File: src/hdl/rspa_pkg.sv
// ----------------------------------------------------------------------------
// rspa_pkg
// Shared types, widths and codes for the reserved slot pool admission block.
// ----------------------------------------------------------------------------
package rspa_pkg;

	// Defaults for the top-level parameters
	localparam int SLOTS_DEF     = 8;
	localparam int LISTENERS_DEF = 4;

	// Fixed field widths
	localparam int MAX_LISTENERS = 4;
	localparam int OWNER_W       = 2;
	localparam int RES_W         = 4;
	localparam int LCNT_W        = 3;
	localparam int ENA_W         = 4;
	localparam int CMD_W         = 2;
	localparam int IDX_W         = 3;
	localparam int STATUS_W      = 3;
	localparam int GRANT_W       = 3;
	localparam int COUNT_W       = 4;
	localparam int SHORT_W       = 6;
	localparam int CMP_W         = 8;

	// Configuration port
	localparam int APB_ADDR_W = 5;
	localparam int APB_DATA_W = 32;
	localparam int REG_IDX_W  = 3;

	localparam logic [REG_IDX_W-1:0] REG_RESERVE0 = 3'd0;
	localparam logic [REG_IDX_W-1:0] REG_RESERVE1 = 3'd1;
	localparam logic [REG_IDX_W-1:0] REG_RESERVE2 = 3'd2;
	localparam logic [REG_IDX_W-1:0] REG_RESERVE3 = 3'd3;
	localparam logic [REG_IDX_W-1:0] REG_LCOUNT   = 3'd4;
	localparam logic [REG_IDX_W-1:0] REG_ENABLE   = 3'd5;

	// Commands
	localparam logic [CMD_W-1:0] CMD_ACCEPT  = 2'd0;
	localparam logic [CMD_W-1:0] CMD_RELEASE = 2'd1;
	localparam logic [CMD_W-1:0] CMD_CLOSE   = 2'd2;

	// Result status codes
	localparam logic [STATUS_W-1:0] STATUS_ACCEPTED    = 3'd0;
	localparam logic [STATUS_W-1:0] STATUS_NOT_STARTED = 3'd1;
	localparam logic [STATUS_W-1:0] STATUS_REFUSED     = 3'd2;
	localparam logic [STATUS_W-1:0] STATUS_NO_FREE     = 3'd3;
	localparam logic [STATUS_W-1:0] STATUS_RELEASED    = 3'd4;
	localparam logic [STATUS_W-1:0] STATUS_IGNORED     = 3'd5;
	localparam logic [STATUS_W-1:0] STATUS_ALL_CLOSED  = 3'd6;

	typedef struct packed {
		logic [MAX_LISTENERS-1:0][RES_W-1:0] reserve;
		logic [LCNT_W-1:0]                   listener_count;
		logic [ENA_W-1:0]                    listener_enable;
	} cfg_t;

endpackage

File: src/hdl/rspa_ram.sv
// ----------------------------------------------------------------------------
// rspa_ram
// Generic single-write, single-read synchronous RAM with registered read.
// ----------------------------------------------------------------------------
module rspa_ram #(
	parameter int WIDTH = 2,
	parameter int DEPTH = 8,
	localparam int ADDR_W = (DEPTH > 1) ? $clog2(DEPTH) : 1
) (
	input  logic              clk,
	input  logic              we,
	input  logic [ADDR_W-1:0] waddr,
	input  logic [WIDTH-1:0]  wdata,
	input  logic              re,
	input  logic [ADDR_W-1:0] raddr,
	output logic [WIDTH-1:0]  rdata
);

	logic [WIDTH-1:0] mem [DEPTH];

	always_ff @(posedge clk) begin
		if (we) begin
			mem[waddr] <= wdata;
		end
		if (re) begin
			rdata <= mem[raddr];
		end
	end

endmodule

File: src/hdl/rspa_cfg.sv
// ----------------------------------------------------------------------------
// rspa_cfg
// APB-style register file holding reservations, listener count and enables.
// ----------------------------------------------------------------------------
module rspa_cfg (
	input  logic                                 clk,
	input  logic                                 arst_n,
	input  logic                                 psel,
	input  logic                                 penable,
	input  logic                                 pwrite,
	input  logic [rspa_pkg::APB_ADDR_W-1:0]      paddr,
	input  logic [rspa_pkg::APB_DATA_W-1:0]      pwdata,
	output logic [rspa_pkg::APB_DATA_W-1:0]      prdata,
	output logic                                 pready,
	output rspa_pkg::cfg_t                       cfg
);

	rspa_pkg::cfg_t                 cfg_q;
	logic [rspa_pkg::REG_IDX_W-1:0] reg_idx;
	logic                           wr_en;

	assign reg_idx = paddr[rspa_pkg::APB_ADDR_W-1:2];
	assign pready  = 1'b1;
	assign wr_en   = psel && penable && pwrite;
	assign cfg     = cfg_q;

	always_ff @(posedge clk or negedge arst_n) begin
		if (!arst_n) begin
			cfg_q <= '0;
		end else if (wr_en) begin
			case (reg_idx)
				rspa_pkg::REG_RESERVE0: begin
					cfg_q.reserve[0] <= pwdata[rspa_pkg::RES_W-1:0];
				end
				rspa_pkg::REG_RESERVE1: begin
					cfg_q.reserve[1] <= pwdata[rspa_pkg::RES_W-1:0];
				end
				rspa_pkg::REG_RESERVE2: begin
					cfg_q.reserve[2] <= pwdata[rspa_pkg::RES_W-1:0];
				end
				rspa_pkg::REG_RESERVE3: begin
					cfg_q.reserve[3] <= pwdata[rspa_pkg::RES_W-1:0];
				end
				rspa_pkg::REG_LCOUNT: begin
					cfg_q.listener_count <= pwdata[rspa_pkg::LCNT_W-1:0];
				end
				rspa_pkg::REG_ENABLE: begin
					cfg_q.listener_enable <= pwdata[rspa_pkg::ENA_W-1:0];
				end
				default: begin
				end
			endcase
		end
	end

	always_comb begin
		case (reg_idx)
			rspa_pkg::REG_RESERVE0: prdata = rspa_pkg::APB_DATA_W'(cfg_q.reserve[0]);
			rspa_pkg::REG_RESERVE1: prdata = rspa_pkg::APB_DATA_W'(cfg_q.reserve[1]);
			rspa_pkg::REG_RESERVE2: prdata = rspa_pkg::APB_DATA_W'(cfg_q.reserve[2]);
			rspa_pkg::REG_RESERVE3: prdata = rspa_pkg::APB_DATA_W'(cfg_q.reserve[3]);
			rspa_pkg::REG_LCOUNT:   prdata = rspa_pkg::APB_DATA_W'(cfg_q.listener_count);
			rspa_pkg::REG_ENABLE:   prdata = rspa_pkg::APB_DATA_W'(cfg_q.listener_enable);
			default:                prdata = '0;
		endcase
	end

endmodule

File: src/hdl/rspa_ctrl.sv
// ----------------------------------------------------------------------------
// rspa_ctrl
// Item sequencer: owner lookup, admission check, slot grant and bookkeeping.
// ----------------------------------------------------------------------------
module rspa_ctrl #(
	parameter int SLOTS     = rspa_pkg::SLOTS_DEF,
	parameter int LISTENERS = rspa_pkg::LISTENERS_DEF,
	localparam int SLOT_W = (SLOTS > 1) ? $clog2(SLOTS) : 1,
	localparam int CNT_W  = $clog2(SLOTS + 1)
) (
	input  logic                              clk,
	input  logic                              arst_n,
	input  rspa_pkg::cfg_t                    cfg,
	input  logic                              req_valid,
	output logic                              req_ready,
	input  logic [rspa_pkg::CMD_W-1:0]        cmd,
	input  logic [rspa_pkg::OWNER_W-1:0]      listener,
	input  logic [rspa_pkg::IDX_W-1:0]        slot_index,
	output logic                              rsp_valid,
	input  logic                              rsp_ready,
	output logic [rspa_pkg::STATUS_W-1:0]     status,
	output logic [rspa_pkg::GRANT_W-1:0]      granted_slot,
	output logic [rspa_pkg::COUNT_W-1:0]      held_count,
	output logic [rspa_pkg::COUNT_W-1:0]      free_count,
	output logic                              ram_re,
	output logic [SLOT_W-1:0]                 ram_raddr,
	input  logic [rspa_pkg::OWNER_W-1:0]      ram_rdata,
	output logic                              ram_we,
	output logic [SLOT_W-1:0]                 ram_waddr,
	output logic [rspa_pkg::OWNER_W-1:0]      ram_wdata
);

	localparam logic [1:0] ST_IDLE = 2'd0;
	localparam logic [1:0] ST_EVAL = 2'd1;
	localparam logic [1:0] ST_EXEC = 2'd2;

	logic [1:0]                        state_q;
	logic [rspa_pkg::CMD_W-1:0]        cmd_q;
	logic [rspa_pkg::OWNER_W-1:0]      who_q;
	logic [rspa_pkg::IDX_W-1:0]        idx_q;
	logic [rspa_pkg::OWNER_W-1:0]      owner_q;
	logic [rspa_pkg::SHORT_W-1:0]      shortfall_q;
	logic [SLOT_W-1:0]                 grant_q;
	logic                              found_q;

	logic [SLOTS-1:0]                  busy_q;
	logic [SLOTS-1:0]                  busy_d;
	logic [CNT_W-1:0]                  held_q [rspa_pkg::MAX_LISTENERS];
	logic [CNT_W-1:0]                  held_d [rspa_pkg::MAX_LISTENERS];
	logic [CNT_W-1:0]                  free_q;
	logic [CNT_W-1:0]                  free_d;

	logic                              rsp_valid_q;
	logic [rspa_pkg::STATUS_W-1:0]     status_q;
	logic [rspa_pkg::GRANT_W-1:0]      granted_q;
	logic [rspa_pkg::COUNT_W-1:0]      heldc_q;
	logic [rspa_pkg::COUNT_W-1:0]      freec_q;

	logic                              accept;
	logic                              exec_fire;
	logic [rspa_pkg::LCNT_W-1:0]       reg_count;
	logic [rspa_pkg::SHORT_W-1:0]      shortfall;
	logic [SLOT_W-1:0]                 pick;
	logic                              pick_found;
	logic                              who_ok;
	logic                              refuse;
	logic                              in_range;
	logic [SLOT_W-1:0]                 idx_s;
	logic [rspa_pkg::STATUS_W-1:0]     status_d;
	logic [rspa_pkg::GRANT_W-1:0]      granted_d;
	logic                              grant_now;

	assign req_ready = (state_q == ST_IDLE);
	assign accept    = req_valid && req_ready;
	assign exec_fire = (state_q == ST_EXEC) && (!rsp_valid_q || rsp_ready);

	assign ram_re    = accept;
	assign ram_raddr = SLOT_W'(slot_index);
	assign ram_we    = exec_fire && grant_now;
	assign ram_waddr = grant_q;
	assign ram_wdata = who_q;

	assign reg_count = (cfg.listener_count < rspa_pkg::LCNT_W'(LISTENERS)) ?
		cfg.listener_count : rspa_pkg::LCNT_W'(LISTENERS);

	// Shortfall of the other registered listeners and lowest free slot.
	// Neither changes between this step and the commit step.
	always_comb begin
		logic [rspa_pkg::CMP_W-1:0] acc;
		acc = '0;
		for (int l = 0; l < rspa_pkg::MAX_LISTENERS; l++) begin
			if ((rspa_pkg::LCNT_W'(l) < reg_count) && (rspa_pkg::OWNER_W'(l) != who_q) &&
				(rspa_pkg::CMP_W'(cfg.reserve[l]) > rspa_pkg::CMP_W'(held_q[l]))) begin
				acc = acc + rspa_pkg::CMP_W'(cfg.reserve[l]) - rspa_pkg::CMP_W'(held_q[l]);
			end
		end
		shortfall = rspa_pkg::SHORT_W'(acc);
	end

	always_comb begin
		pick       = '0;
		pick_found = 1'b0;
		for (int i = SLOTS - 1; i >= 0; i--) begin
			if (!busy_q[i]) begin
				pick       = SLOT_W'(i);
				pick_found = 1'b1;
			end
		end
	end

	assign who_ok   = (rspa_pkg::LCNT_W'(who_q) < reg_count) && cfg.listener_enable[who_q];
	assign refuse   = (rspa_pkg::CMP_W'(held_q[who_q]) >= rspa_pkg::CMP_W'(cfg.reserve[who_q])) &&
		(rspa_pkg::CMP_W'(free_q) <= rspa_pkg::CMP_W'(shortfall_q));
	assign in_range = rspa_pkg::CMP_W'(idx_q) < rspa_pkg::CMP_W'(SLOTS);
	assign idx_s    = SLOT_W'(idx_q);

	always_comb begin
		busy_d    = busy_q;
		held_d    = held_q;
		free_d    = free_q;
		status_d  = rspa_pkg::STATUS_IGNORED;
		granted_d = '0;
		grant_now = 1'b0;
		case (cmd_q)
			rspa_pkg::CMD_ACCEPT: begin
				if (!who_ok) begin
					status_d = rspa_pkg::STATUS_NOT_STARTED;
				end else if (refuse) begin
					status_d = rspa_pkg::STATUS_REFUSED;
				end else if (!found_q) begin
					status_d = rspa_pkg::STATUS_NO_FREE;
				end else begin
					status_d        = rspa_pkg::STATUS_ACCEPTED;
					grant_now       = 1'b1;
					busy_d[grant_q] = 1'b1;
					held_d[who_q]   = held_q[who_q] + 1'b1;
					free_d          = free_q - 1'b1;
					granted_d       = rspa_pkg::GRANT_W'(grant_q);
				end
			end
			rspa_pkg::CMD_RELEASE: begin
				if (in_range && busy_q[idx_s]) begin
					status_d        = rspa_pkg::STATUS_RELEASED;
					busy_d[idx_s]   = 1'b0;
					held_d[owner_q] = held_q[owner_q] - 1'b1;
					free_d          = free_q + 1'b1;
				end
			end
			rspa_pkg::CMD_CLOSE: begin
				status_d = rspa_pkg::STATUS_ALL_CLOSED;
				busy_d   = '0;
				for (int l = 0; l < rspa_pkg::MAX_LISTENERS; l++) begin
					held_d[l] = '0;
				end
				free_d = CNT_W'(SLOTS);
			end
			default: begin
			end
		endcase
	end

	always_ff @(posedge clk or negedge arst_n) begin
		if (!arst_n) begin
			state_q     <= ST_IDLE;
			busy_q      <= '0;
			free_q      <= CNT_W'(SLOTS);
			rsp_valid_q <= 1'b0;
			for (int l = 0; l < rspa_pkg::MAX_LISTENERS; l++) begin
				held_q[l] <= '0;
			end
		end else begin
			case (state_q)
				ST_IDLE: begin
					if (accept) begin
						state_q <= ST_EVAL;
					end
				end
				ST_EVAL: begin
					state_q <= ST_EXEC;
				end
				ST_EXEC: begin
					if (exec_fire) begin
						state_q <= ST_IDLE;
					end
				end
				default: begin
					state_q <= ST_IDLE;
				end
			endcase
			if (exec_fire) begin
				busy_q      <= busy_d;
				held_q      <= held_d;
				free_q      <= free_d;
				rsp_valid_q <= 1'b1;
			end else if (rsp_ready) begin
				rsp_valid_q <= 1'b0;
			end
		end
	end

	always_ff @(posedge clk) begin
		if (accept) begin
			cmd_q <= cmd;
			who_q <= listener;
			idx_q <= slot_index;
		end
		if (state_q == ST_EVAL) begin
			owner_q     <= ram_rdata;
			shortfall_q <= shortfall;
			grant_q     <= pick;
			found_q     <= pick_found;
		end
		if (exec_fire) begin
			status_q  <= status_d;
			granted_q <= granted_d;
			heldc_q   <= rspa_pkg::COUNT_W'(held_d[who_q]);
			freec_q   <= rspa_pkg::COUNT_W'(free_d);
		end
	end

	assign rsp_valid    = rsp_valid_q;
	assign status       = status_q;
	assign granted_slot = granted_q;
	assign held_count   = heldc_q;
	assign free_count   = freec_q;

endmodule

File: src/hdl/reserved_slot_pool_admission.sv
// ----------------------------------------------------------------------------
// reserved_slot_pool_admission
// Shared connection slot pool with a guaranteed minimum per listener.
// ----------------------------------------------------------------------------
// Requests arrive on the req channel (cmd, listener, slot_index) and each
// produces exactly one result on the rsp channel (status, granted_slot,
// held_count, free_count), both with valid/ready handshakes. An accept
// request is admitted against the listener reservations and gets the lowest
// free slot; a release frees one slot; close-all frees the whole pool.
// An item takes three steps: the owner memory is read in the first, the
// shortfall of other listeners and the lowest free slot are found in the
// second, and the pool is updated and the result registered in the third.
// The controller takes no new item until the third step has committed.
// Reset frees all slots and clears the configuration registers at once;
// no clearing pass is needed. While the receiver stalls the result stays
// in its output register; the next item is taken and evaluated, and holds
// in its final step until the output register is free. The user must
// write configuration through the APB port only while no item is in
// flight; the block itself does not enforce this.
// ----------------------------------------------------------------------------
module reserved_slot_pool_admission #(
	parameter int SLOTS     = rspa_pkg::SLOTS_DEF,
	parameter int LISTENERS = rspa_pkg::LISTENERS_DEF
) (
	input  logic                              clk,
	input  logic                              arst_n,
	input  logic                              psel,
	input  logic                              penable,
	input  logic                              pwrite,
	input  logic [rspa_pkg::APB_ADDR_W-1:0]   paddr,
	input  logic [rspa_pkg::APB_DATA_W-1:0]   pwdata,
	output logic [rspa_pkg::APB_DATA_W-1:0]   prdata,
	output logic                              pready,
	input  logic                              req_valid,
	output logic                              req_ready,
	input  logic [rspa_pkg::CMD_W-1:0]        cmd,
	input  logic [rspa_pkg::OWNER_W-1:0]      listener,
	input  logic [rspa_pkg::IDX_W-1:0]        slot_index,
	output logic                              rsp_valid,
	input  logic                              rsp_ready,
	output logic [rspa_pkg::STATUS_W-1:0]     status,
	output logic [rspa_pkg::GRANT_W-1:0]      granted_slot,
	output logic [rspa_pkg::COUNT_W-1:0]      held_count,
	output logic [rspa_pkg::COUNT_W-1:0]      free_count
);

	localparam int SLOT_W = (SLOTS > 1) ? $clog2(SLOTS) : 1;

	rspa_pkg::cfg_t                  cfg;
	logic                            ram_re;
	logic [SLOT_W-1:0]               ram_raddr;
	logic [rspa_pkg::OWNER_W-1:0]    ram_rdata;
	logic                            ram_we;
	logic [SLOT_W-1:0]               ram_waddr;
	logic [rspa_pkg::OWNER_W-1:0]    ram_wdata;

	rspa_cfg u_cfg (
		.clk     (clk),
		.arst_n  (arst_n),
		.psel    (psel),
		.penable (penable),
		.pwrite  (pwrite),
		.paddr   (paddr),
		.pwdata  (pwdata),
		.prdata  (prdata),
		.pready  (pready),
		.cfg     (cfg)
	);

	// Slot owner store: written when a slot is granted, read for each request and used on release.
	rspa_ram #(
		.WIDTH (rspa_pkg::OWNER_W),
		.DEPTH (SLOTS)
	) u_owner_ram (
		.clk   (clk),
		.we    (ram_we),
		.waddr (ram_waddr),
		.wdata (ram_wdata),
		.re    (ram_re),
		.raddr (ram_raddr),
		.rdata (ram_rdata)
	);

	rspa_ctrl #(
		.SLOTS     (SLOTS),
		.LISTENERS (LISTENERS)
	) u_ctrl (
		.clk          (clk),
		.arst_n       (arst_n),
		.cfg          (cfg),
		.req_valid    (req_valid),
		.req_ready    (req_ready),
		.cmd          (cmd),
		.listener     (listener),
		.slot_index   (slot_index),
		.rsp_valid    (rsp_valid),
		.rsp_ready    (rsp_ready),
		.status       (status),
		.granted_slot (granted_slot),
		.held_count   (held_count),
		.free_count   (free_count),
		.ram_re       (ram_re),
		.ram_raddr    (ram_raddr),
		.ram_rdata    (ram_rdata),
		.ram_we       (ram_we),
		.ram_waddr    (ram_waddr),
		.ram_wdata    (ram_wdata)
	);

endmodule

File: config.mk
export PLATFORM = sky130hd
export DESIGN_NAME = reserved_slot_pool_admission
export DESIGN_NICKNAME = d
export VERILOG_FILES = /design/src/hdl/rspa_pkg.sv /design/src/hdl/rspa_ram.sv /design/src/hdl/rspa_cfg.sv /design/src/hdl/rspa_ctrl.sv /design/src/hdl/reserved_slot_pool_admission.sv
export SDC_FILE = /design/constraint.sdc
export NUM_CORES = 1
export LEC_CHECK = 0
export ABC_AREA = 1
export BUFFER_PORTS_ARGS = -buffer_cell sky130_fd_sc_hd__clkbuf_2
export CAP_MARGIN = 20
export CORE_ASPECT_RATIO = 1.1
export CORE_MARGIN = 2
export CORE_UTILIZATION = 61
export CTS_BUF_LIST = sky130_fd_sc_hd__clkbuf_4
export CTS_CLUSTER_SIZE = 24
export DETAILED_ROUTE_END_ITERATION = 8
export PLACE_DENSITY = 0.83
export SLEW_MARGIN = 20
export SYNTH_ARGS = -nofsm -noshare
export SYNTH_HDL_FRONTEND = slang
export SYNTH_SLANG_ARGS = --single-unit
File: constraint.sdc
create_clock -name clk -period 8.4 [get_ports clk]
set_clock_uncertainty 0.2 [all_clocks]
set_input_delay 0.42 -clock clk [delete_from_list [all_inputs] [get_ports clk]]
set_output_delay 0.42 -clock clk [all_outputs]
set_load 0.01 [all_outputs]
After elaboration in Yosys (flattened, before gate mapping)
Memories as Yosys holds them, arrays and structs flattened. A register that Yosys moved wholly into a read port is not among the register bits.
Index checks and enable logic that the tools add are counted.
{"block": "classes", "n_reduce_logical": 39, "n_bitwise": 8, "muxes": 70, "add_sub_neg": 11, "n_lt_le_gt_ge": 21, "n_eq_ne": 18}
{"operator": "$mux W16", "count": 4}
{"operator": "$mux W4", "count": 13}
{"operator": "$pmux W16 S3", "count": 1}
{"operator": "$bmux W4 S2", "count": 4}
{"operator": "$bwmux W16", "count": 2}
{"operator": "$mux W8", "count": 4}
{"operator": "$mux W6", "count": 4}
{"operator": "$pmux W4 S6", "count": 1}
{"operator": "$pmux W8 S3", "count": 1}
{"operator": "$mux W3", "count": 7}
{"operator": "$logic_and A1 B1 Y1", "count": 19}
{"operator": "$add A6 B4 Y6", "count": 3}
{"operator": "$sub A6 B4 Y6", "count": 3}
{"operator": "$demux W4 S2", "count": 2}
{"operator": "$gt A4 B4 Y1", "count": 4}
{"operator": "$reduce_and A2 Y1", "count": 8}
{"operator": "$mux W1", "count": 15}
{"operator": "$pmux W4 S3", "count": 1}
{"operator": "$mux W2", "count": 5}
{"operator": "$pmux W3 S3", "count": 1}
{"operator": "$add A4 B1 Y4 const B", "count": 2}
{"operator": "$and A8 B8 Y8", "count": 1}
{"operator": "$lt A3 B4 Y1 const B", "count": 2}
{"operator": "$ne A2 B1 Y1 const B", "count": 4}
{"operator": "38 further kinds", "count": 56}
{"block": "word_totals", "ramBits": 16, "memories": 1, "out_inout_bits": 49, "regBits": 87, "in_bits": 51}
{"memory": "u_owner_ram.mem", "depth": 8, "word_bits": 2, "rd": 1, "rd_clocked_by_memory_dff": 1, "wr": 1, "line_no": "rspa_ram.sv:19", "rtl": "logic [WIDTH-1:0] mem [DEPTH];"}

Depth between registers and ports, before layout
{"block": "depth", "word_depth": 15, "mapped_depth": 36, "mapped_depth_nobuf": 36}

By module
Synthesis repeated with hierarchy kept, for this count alone.
{"block": "hier_totals", "cells_unflattened": 1161, "area_unflattened_um2": 8414.3}
{"module": "rspa_ctrl", "cells_per_inst": 887, "n_inst": 1, "area_each_um2": 6137.1, "seq_area_each_um2": 1767.9}
{"module": "rspa_cfg", "cells_per_inst": 185, "n_inst": 1, "area_each_um2": 1450.1, "seq_area_each_um2": 575.6}
{"module": "rspa_ram", "cells_per_inst": 89, "n_inst": 1, "area_each_um2": 827.0, "seq_area_each_um2": 540.5}

Worst setup path before layout
OpenSTA, ideal clock, no wires.
{"block": "synth_path", "path_type": "reg-to-reg", "from": "register u_ctrl.held_q[14] in the netlist's numbering", "to": "register u_ctrl.shortfall_q[5] in the netlist's numbering (data pin)", "path_buffers": 0, "path_stages_with_launch": 35, "setup_slack_ns": 2.455, "t_arrival_ns": 5.492, "required_ns": 7.947, "path_cell_list": "dfrtp_1 > inv_1 > ha_1 > nand3b_1 > nand2_1 > nand2_1 > nand2_1 > nand2_4 > or2_4 > fa_1 > inv_1 > fa_1 > or2_2 > nand3_1 > o21ai_2 > fa_1 > ha_1 > a21oi_1 > nand2_1 > nand2_1 > nand3_1 > nand2_1 > fa_1 > ha_1 > inv_1 > nor2_1 > or2_2 > nand2_1 > nand2_1 > inv_1 > nand2_1 > nand3_1 > inv_1 > nor2_1 > nor2_1"}
{"block": "synth_via", "elab_chain_len": 12, "elab_cells_between_ends": 13, "classes_between": "7 x add/sub; 1 x order compare; 4 x mux; 1 x reduce/logical"}
{"item": "from (decl)", "line_no": "rspa_ctrl.sv:48", "rtl": "logic [CNT_W-1:0] held_q [rspa_pkg::MAX_LISTENERS];"}
{"item": "from (signal assigned)", "line_no": "rspa_ctrl.sv:192", "rtl": "held_q <= held_d;"}
{"item": "$gt A4 B4 Y1", "line_no": "rspa_ctrl.sv:93", "rtl": "(rspa_pkg::CMP_W'(cfg.reserve[l]) > rspa_pkg::CMP_W'(held_q[l]))) begin"}
{"item": "$logic_and A1 B1 Y1", "line_no": "rspa_ctrl.sv:92", "rtl": "if ((rspa_pkg::LCNT_W'(l) < reg_count) && (rspa_pkg::OWNER_W'(l) != who_q) &&"}
{"item": "$mux W6 *", "line_no": "rspa_ctrl.sv:92"}
{"item": "$add A6 B4 Y6", "line_no": "rspa_ctrl.sv:94", "rtl": "acc = acc + rspa_pkg::CMP_W'(cfg.reserve[l]) - rspa_pkg::CMP_W'(held_q[l]);"}
{"item": "$sub A6 B4 Y6", "line_no": "rspa_ctrl.sv:94"}
{"item": "$mux W6 *", "line_no": "rspa_ctrl.sv:92"}
{"item": "$add A6 B4 Y6", "line_no": "rspa_ctrl.sv:94"}
{"item": "$sub A6 B4 Y6", "line_no": "rspa_ctrl.sv:94"}
{"item": "$mux W6 *", "line_no": "rspa_ctrl.sv:92"}
{"item": "$add A6 B4 Y6", "line_no": "rspa_ctrl.sv:94"}
{"item": "$sub A6 B4 Y6", "line_no": "rspa_ctrl.sv:94"}
{"item": "$mux W6 *", "line_no": "rspa_ctrl.sv:92"}
{"item": "via u_ctrl.shortfall, one bit", "line_no": "rspa_ctrl.sv:62", "rtl": "logic [rspa_pkg::SHORT_W-1:0] shortfall;"}
{"item": "to (signal assigned)", "line_no": "rspa_ctrl.sv:209", "rtl": "shortfall_q <= shortfall;"}
{"item": "to (decl)", "line_no": "rspa_ctrl.sv:42", "rtl": "logic [rspa_pkg::SHORT_W-1:0] shortfall_q;"}
The timed path passes the listed nets; every way through them passes the cells marked *.
A chain may end at the register's enable or synchronous reset.

Final worst setup path
{"block": "layout_path", "from": "register u_ctrl.held_q[13] in the netlist's numbering", "to": "register u_ctrl.shortfall_q[5] in the netlist's numbering (data pin)"}
The elaborated chain is that of the path after synthesis.

==> impl_metrics.py <==
metrics = {
    "run_status": {
        "outcome": "finished clean",
    },
    "global_route": {
        "antenna_found_initial": 1,
        "grt_start_max_net_pins": 55,
        "gr-total-overflow": 0,
        "grt_pass1_wl_um": 34930,
        "grt_pass1_vias": 7200,
        "grt_util_all_layers": 0.3045,
    },
    "sta": {
        "slew_headroom": 0.3566,
        "fin_tns_setup_ns": 0,
        "period_needed_ns": 6.571,
        "tightest_slew_ns": 0.9652,
        "rsz0062_at_grt": "no",
        "drv_slew": 0,
        "hold_violations": 0,
        "setup_viol": 0,
        "max_clock_freq_mhz": 152.2,
        "min_period_over_period": 0.7823,
    },
    "run": {
        "drv_cap": 0,
    },
    "setup_path": {
        "arrival_ns": 6.65,
        "cp-start-kind": "register",
        "worstPathMaxFanout": 5,
        "crit_path_frequent_cell": "nand2_1",
        "critPathMaxStageDelay_ns": 0.50,
        "path_buf_inv": 6,
        "cp.required_ns": 8.48,
        "crit_family": "adder cells",
        "crit_path_top_delay_cell": "dfrtp_1",
        "worst_setup_path_end_kind": "register",
        "crit_type": "reg2reg",
    },
    "clock_network": {
        "clock_path_buffers": 2,
        "clkTransAtPathRegs_ns": 0.18,
        "clk_latency_ns": 0.52,
        "post_cts_resized": 0,
        "cts_tree": "done",
        "cts_setup_buffers": 0,
        "root_buffer": "clkbuf_4",
        "postCtsHoldBufs": 13,
        "numClockSinks": 105,
        "cts_max_level": 3,
        "cts_buffers": 9,
    },
    "placement": {
        "io_buffers": 40,
        "gp_congestion": 1.027,
        "post-dp-hpwl_um": 15860,
        "post-place-cells": 1328,
    },
    "yosys": {
        "synth_seq_cells": 105,
        "synth_area_sq_um": 8443,
        "ys_seq_area_frac": 0.3416,
        "synth_area_leaders": "edfxtp_1 (18%), dfrtp_1 (16%), nand2_1 (12%)",
        "postSynthAreaPerCell_sq_um": 7.518,
        "synth-edff-count": 51,
        "yosysWarningCount": 0,
        "synth_top_flop_cell": "dfrtp_1",
        "synthArstFlopShare": 0.5143,
        "syn_inst": 1123,
        "yosysTopAreaCell": "edfxtp_1",
        "synth_cell_types": 58,
        "synth_top_area_frac": 0.1814,
    },
    "drt": {
        "drc_errors": 0,
        "wl_per_cell_um": 15.70,
        "routed_wl_um": 21310,
        "first_iter_violations": 735,
        "drtPass1Iterations": 7,
        "viasPerCell": 5.647,
        "via_count": 7668,
        "drtAntennaViolNets": 0,
    },
    "die": {
        "num_rows": 45,
        "coreArea_sq_um": 13680,
        "dieArea_sq_um": 14800,
        "die_y_um": 127.4,
        "io_pins": 100,
        "die_w_um": 116.2,
        "initial_core_util": 0.6171,
    },
    "pwr": {
        "irDropWorstVdd_v": 0.0001829,
        "p_comb_frac": 0.633,
        "switchingPower_uw": 1568,
        "cellLeakagePower_uw": 0.004293,
        "power.density_nw_per_um2": 339.6,
        "power_frac_clock": 0.095,
        "switching_share": 0.5168,
        "seqPwrFrac": 0.272,
        "p_int_uw": 1466,
    },
    "layout": {
        "area_delta_synth_final_pct": 5.809,
        "drive_gt1_frac": 0.1078,
        "instances_no_fill": 1358,
        "nFillCells": 1186,
        "nets": 1281,
    },
    "hold_path": {
        "hold_class": "in2reg",
    },
}
-- cell usage in the layout (no fill, tap or decap), types with 8 or more instances in the layout --
| cell type | instances |
|---|---|
| inv_1 | 158 |
| o41ai_1 | 8 |
| conb_1 | 29 |
| nor2_1 | 63 |
| fa_1 | 13 |
| clkbuf_2 | 40 |
| dfrtp_1 | 53 |
| nand2_1 | 280 |
| a21oi_1 | 27 |
| ha_1 | 53 |
| dlygate4sd3_1 | 13 |
| o21ai_0 | 78 |
| edfxtp_1 | 51 |
| nor3_1 | 28 |
| nand2_2 | 11 |
| nand2_4 | 8 |
| nand3_1 | 119 |
| nor4_1 | 9 |
| clkbuf_4 | 9 |
| a31oi_1 | 8 |
| o21ai_2 | 14 |
| nor2_2 | 8 |
-- cells in the mapped netlist (5+ instances only) --
cell and number:
a31oi_1 8, edfxtp_1 51, o21ai_0 78, nand4_1 6, dfrtp_1 53, nor4_1 9, nor2_1 64, nand2_4 8
o41ai_1 8, nor3_1 28, ha_1 53, clkbuf_1 13, nor2_2 7, a21oi_1 27, buf_6 6, nand2_2 11
o21ai_2 14, a22oi_1 6, nand3_1 119, fa_1 13, buf_4 32, nand2_1 280, o21ai_1 5, o22ai_1 6
inv_1 158
-- logic make-up (layout without fill, tap and decap cells) --
kind of cell               Yosys count  after routing  share of synthesized area
and+or+nand+nor                    550            550                     0.2971
other                                2             30                  0.0008895
DFF                                105            105                     0.3416
AOI/OAI and AO/OA                  168            168                     0.1209
xor gates and xnor gates             7              7                   0.008151
buffers and inverters              225            244                     0.1220
adders and majority gates           66             66                     0.1094
-- worst paths after layout --
| kind | depth (start not counted) | start | to | slack (ns) |
|---|---|---|---|---|
| min | 1 | slot_index[0] | u_ctrl.idx_q[0] | 0.04 |
| min reg2reg | 0 | u_owner_ram.rdata[0] | u_ctrl.owner_q[0] | 0.30 |
| max | 36 | u_ctrl.held_q[13] | u_ctrl.shortfall_q[5] | 1.83 |
| max in group asynchronous | 3 | arst_n | u_cfg.cfg[7] | 7.10 |
| min in group asynchronous | 3 | arst_n | u_ctrl.held_q[7] | 0.37 |
| max reg2reg | 36 | u_ctrl.held_q[13] | u_ctrl.shortfall_q[5] | 1.83 |
-- sequential cells by signal, summed over array words and instances (netlist names) --
signal,flops
u_owner_ram.rdata,2
u_ctrl.cmd_q,2
u_ctrl.free_q,4
u_ctrl.status,3
u_ctrl.free_count,4
u_ctrl.found_q,1
u_ctrl.ram_wdata,2
u_ctrl.owner_q,2
u_ctrl.granted_slot,3
u_cfg.cfg,23
u_owner_ram.mem,16
u_ctrl.ram_waddr,3
u_ctrl.shortfall_q,6
u_ctrl.state_q,2
u_ctrl.held_q,16
u_ctrl.idx_q,3
u_ctrl.held_count,4
u_ctrl.busy_q,8
u_ctrl.rsp_valid,1
-- power groups by stage --
stage | Sequential [uW] | Clock [uW] | Combinational (uW)
after floorplan | 785 | 0 | 1500
after global placement | 829 | 0 | 1810
after detailed placement | 831 | 0 | 1890
after CTS | 821 | 289 | 1900
after global routing | 840 | 304 | 2220
final | 825 | 287 | 1920
-- per-stage QoR --
step / hold WS [ns] / power (uW) / utilization / area (sq um) / worst slack (ns)
after floorplan: -0.07559 / 2287 / - / 8544 / 2.455
after global placement: 0.2635 / 2640 / 0.6317 / 8643 / 2.036
after detailed placement: 0.2717 / 2719 / 0.6317 / 8643 / 1.915
after CTS: 0.01779 / 3010 / 0.6526 / 8929 / 1.856
after global routing: 0.03094 / 3359 / 0.6529 / 8934 / 1.376
final: 0.03944 / 3034 / 0.6529 / 8934 / 1.829
-- area by class of cell --
type / instances / area (sq um) / share of cell area
diodes: 1 / 2.502 / 0.0002801
clock buffers: 9 / 67.56 / 0.007563
clock inverters: 7 / 87.58 / 0.009804
inverters: 170 / 655.6 / 0.07339
multi-input cells: 820 / 4633 / 0.5186
flip-flops and latches: 105 / 2884 / 0.3228
well taps: 188 / 235.2 / 0.02633
repair buffers: 58 / 367.9 / 0.04118
-- per-layer routing --
layer  routed length, um  vias to the layer above  track usage
li1                    -                     3749            -
met1                8805                     3514       0.3954
met2               10300                      348       0.5091
met3                1469                       57      0.03985
met4                 736                        0       0.1345
met5                   0                        -            0
No activity file was read; power rests on OpenSTA's default activity.
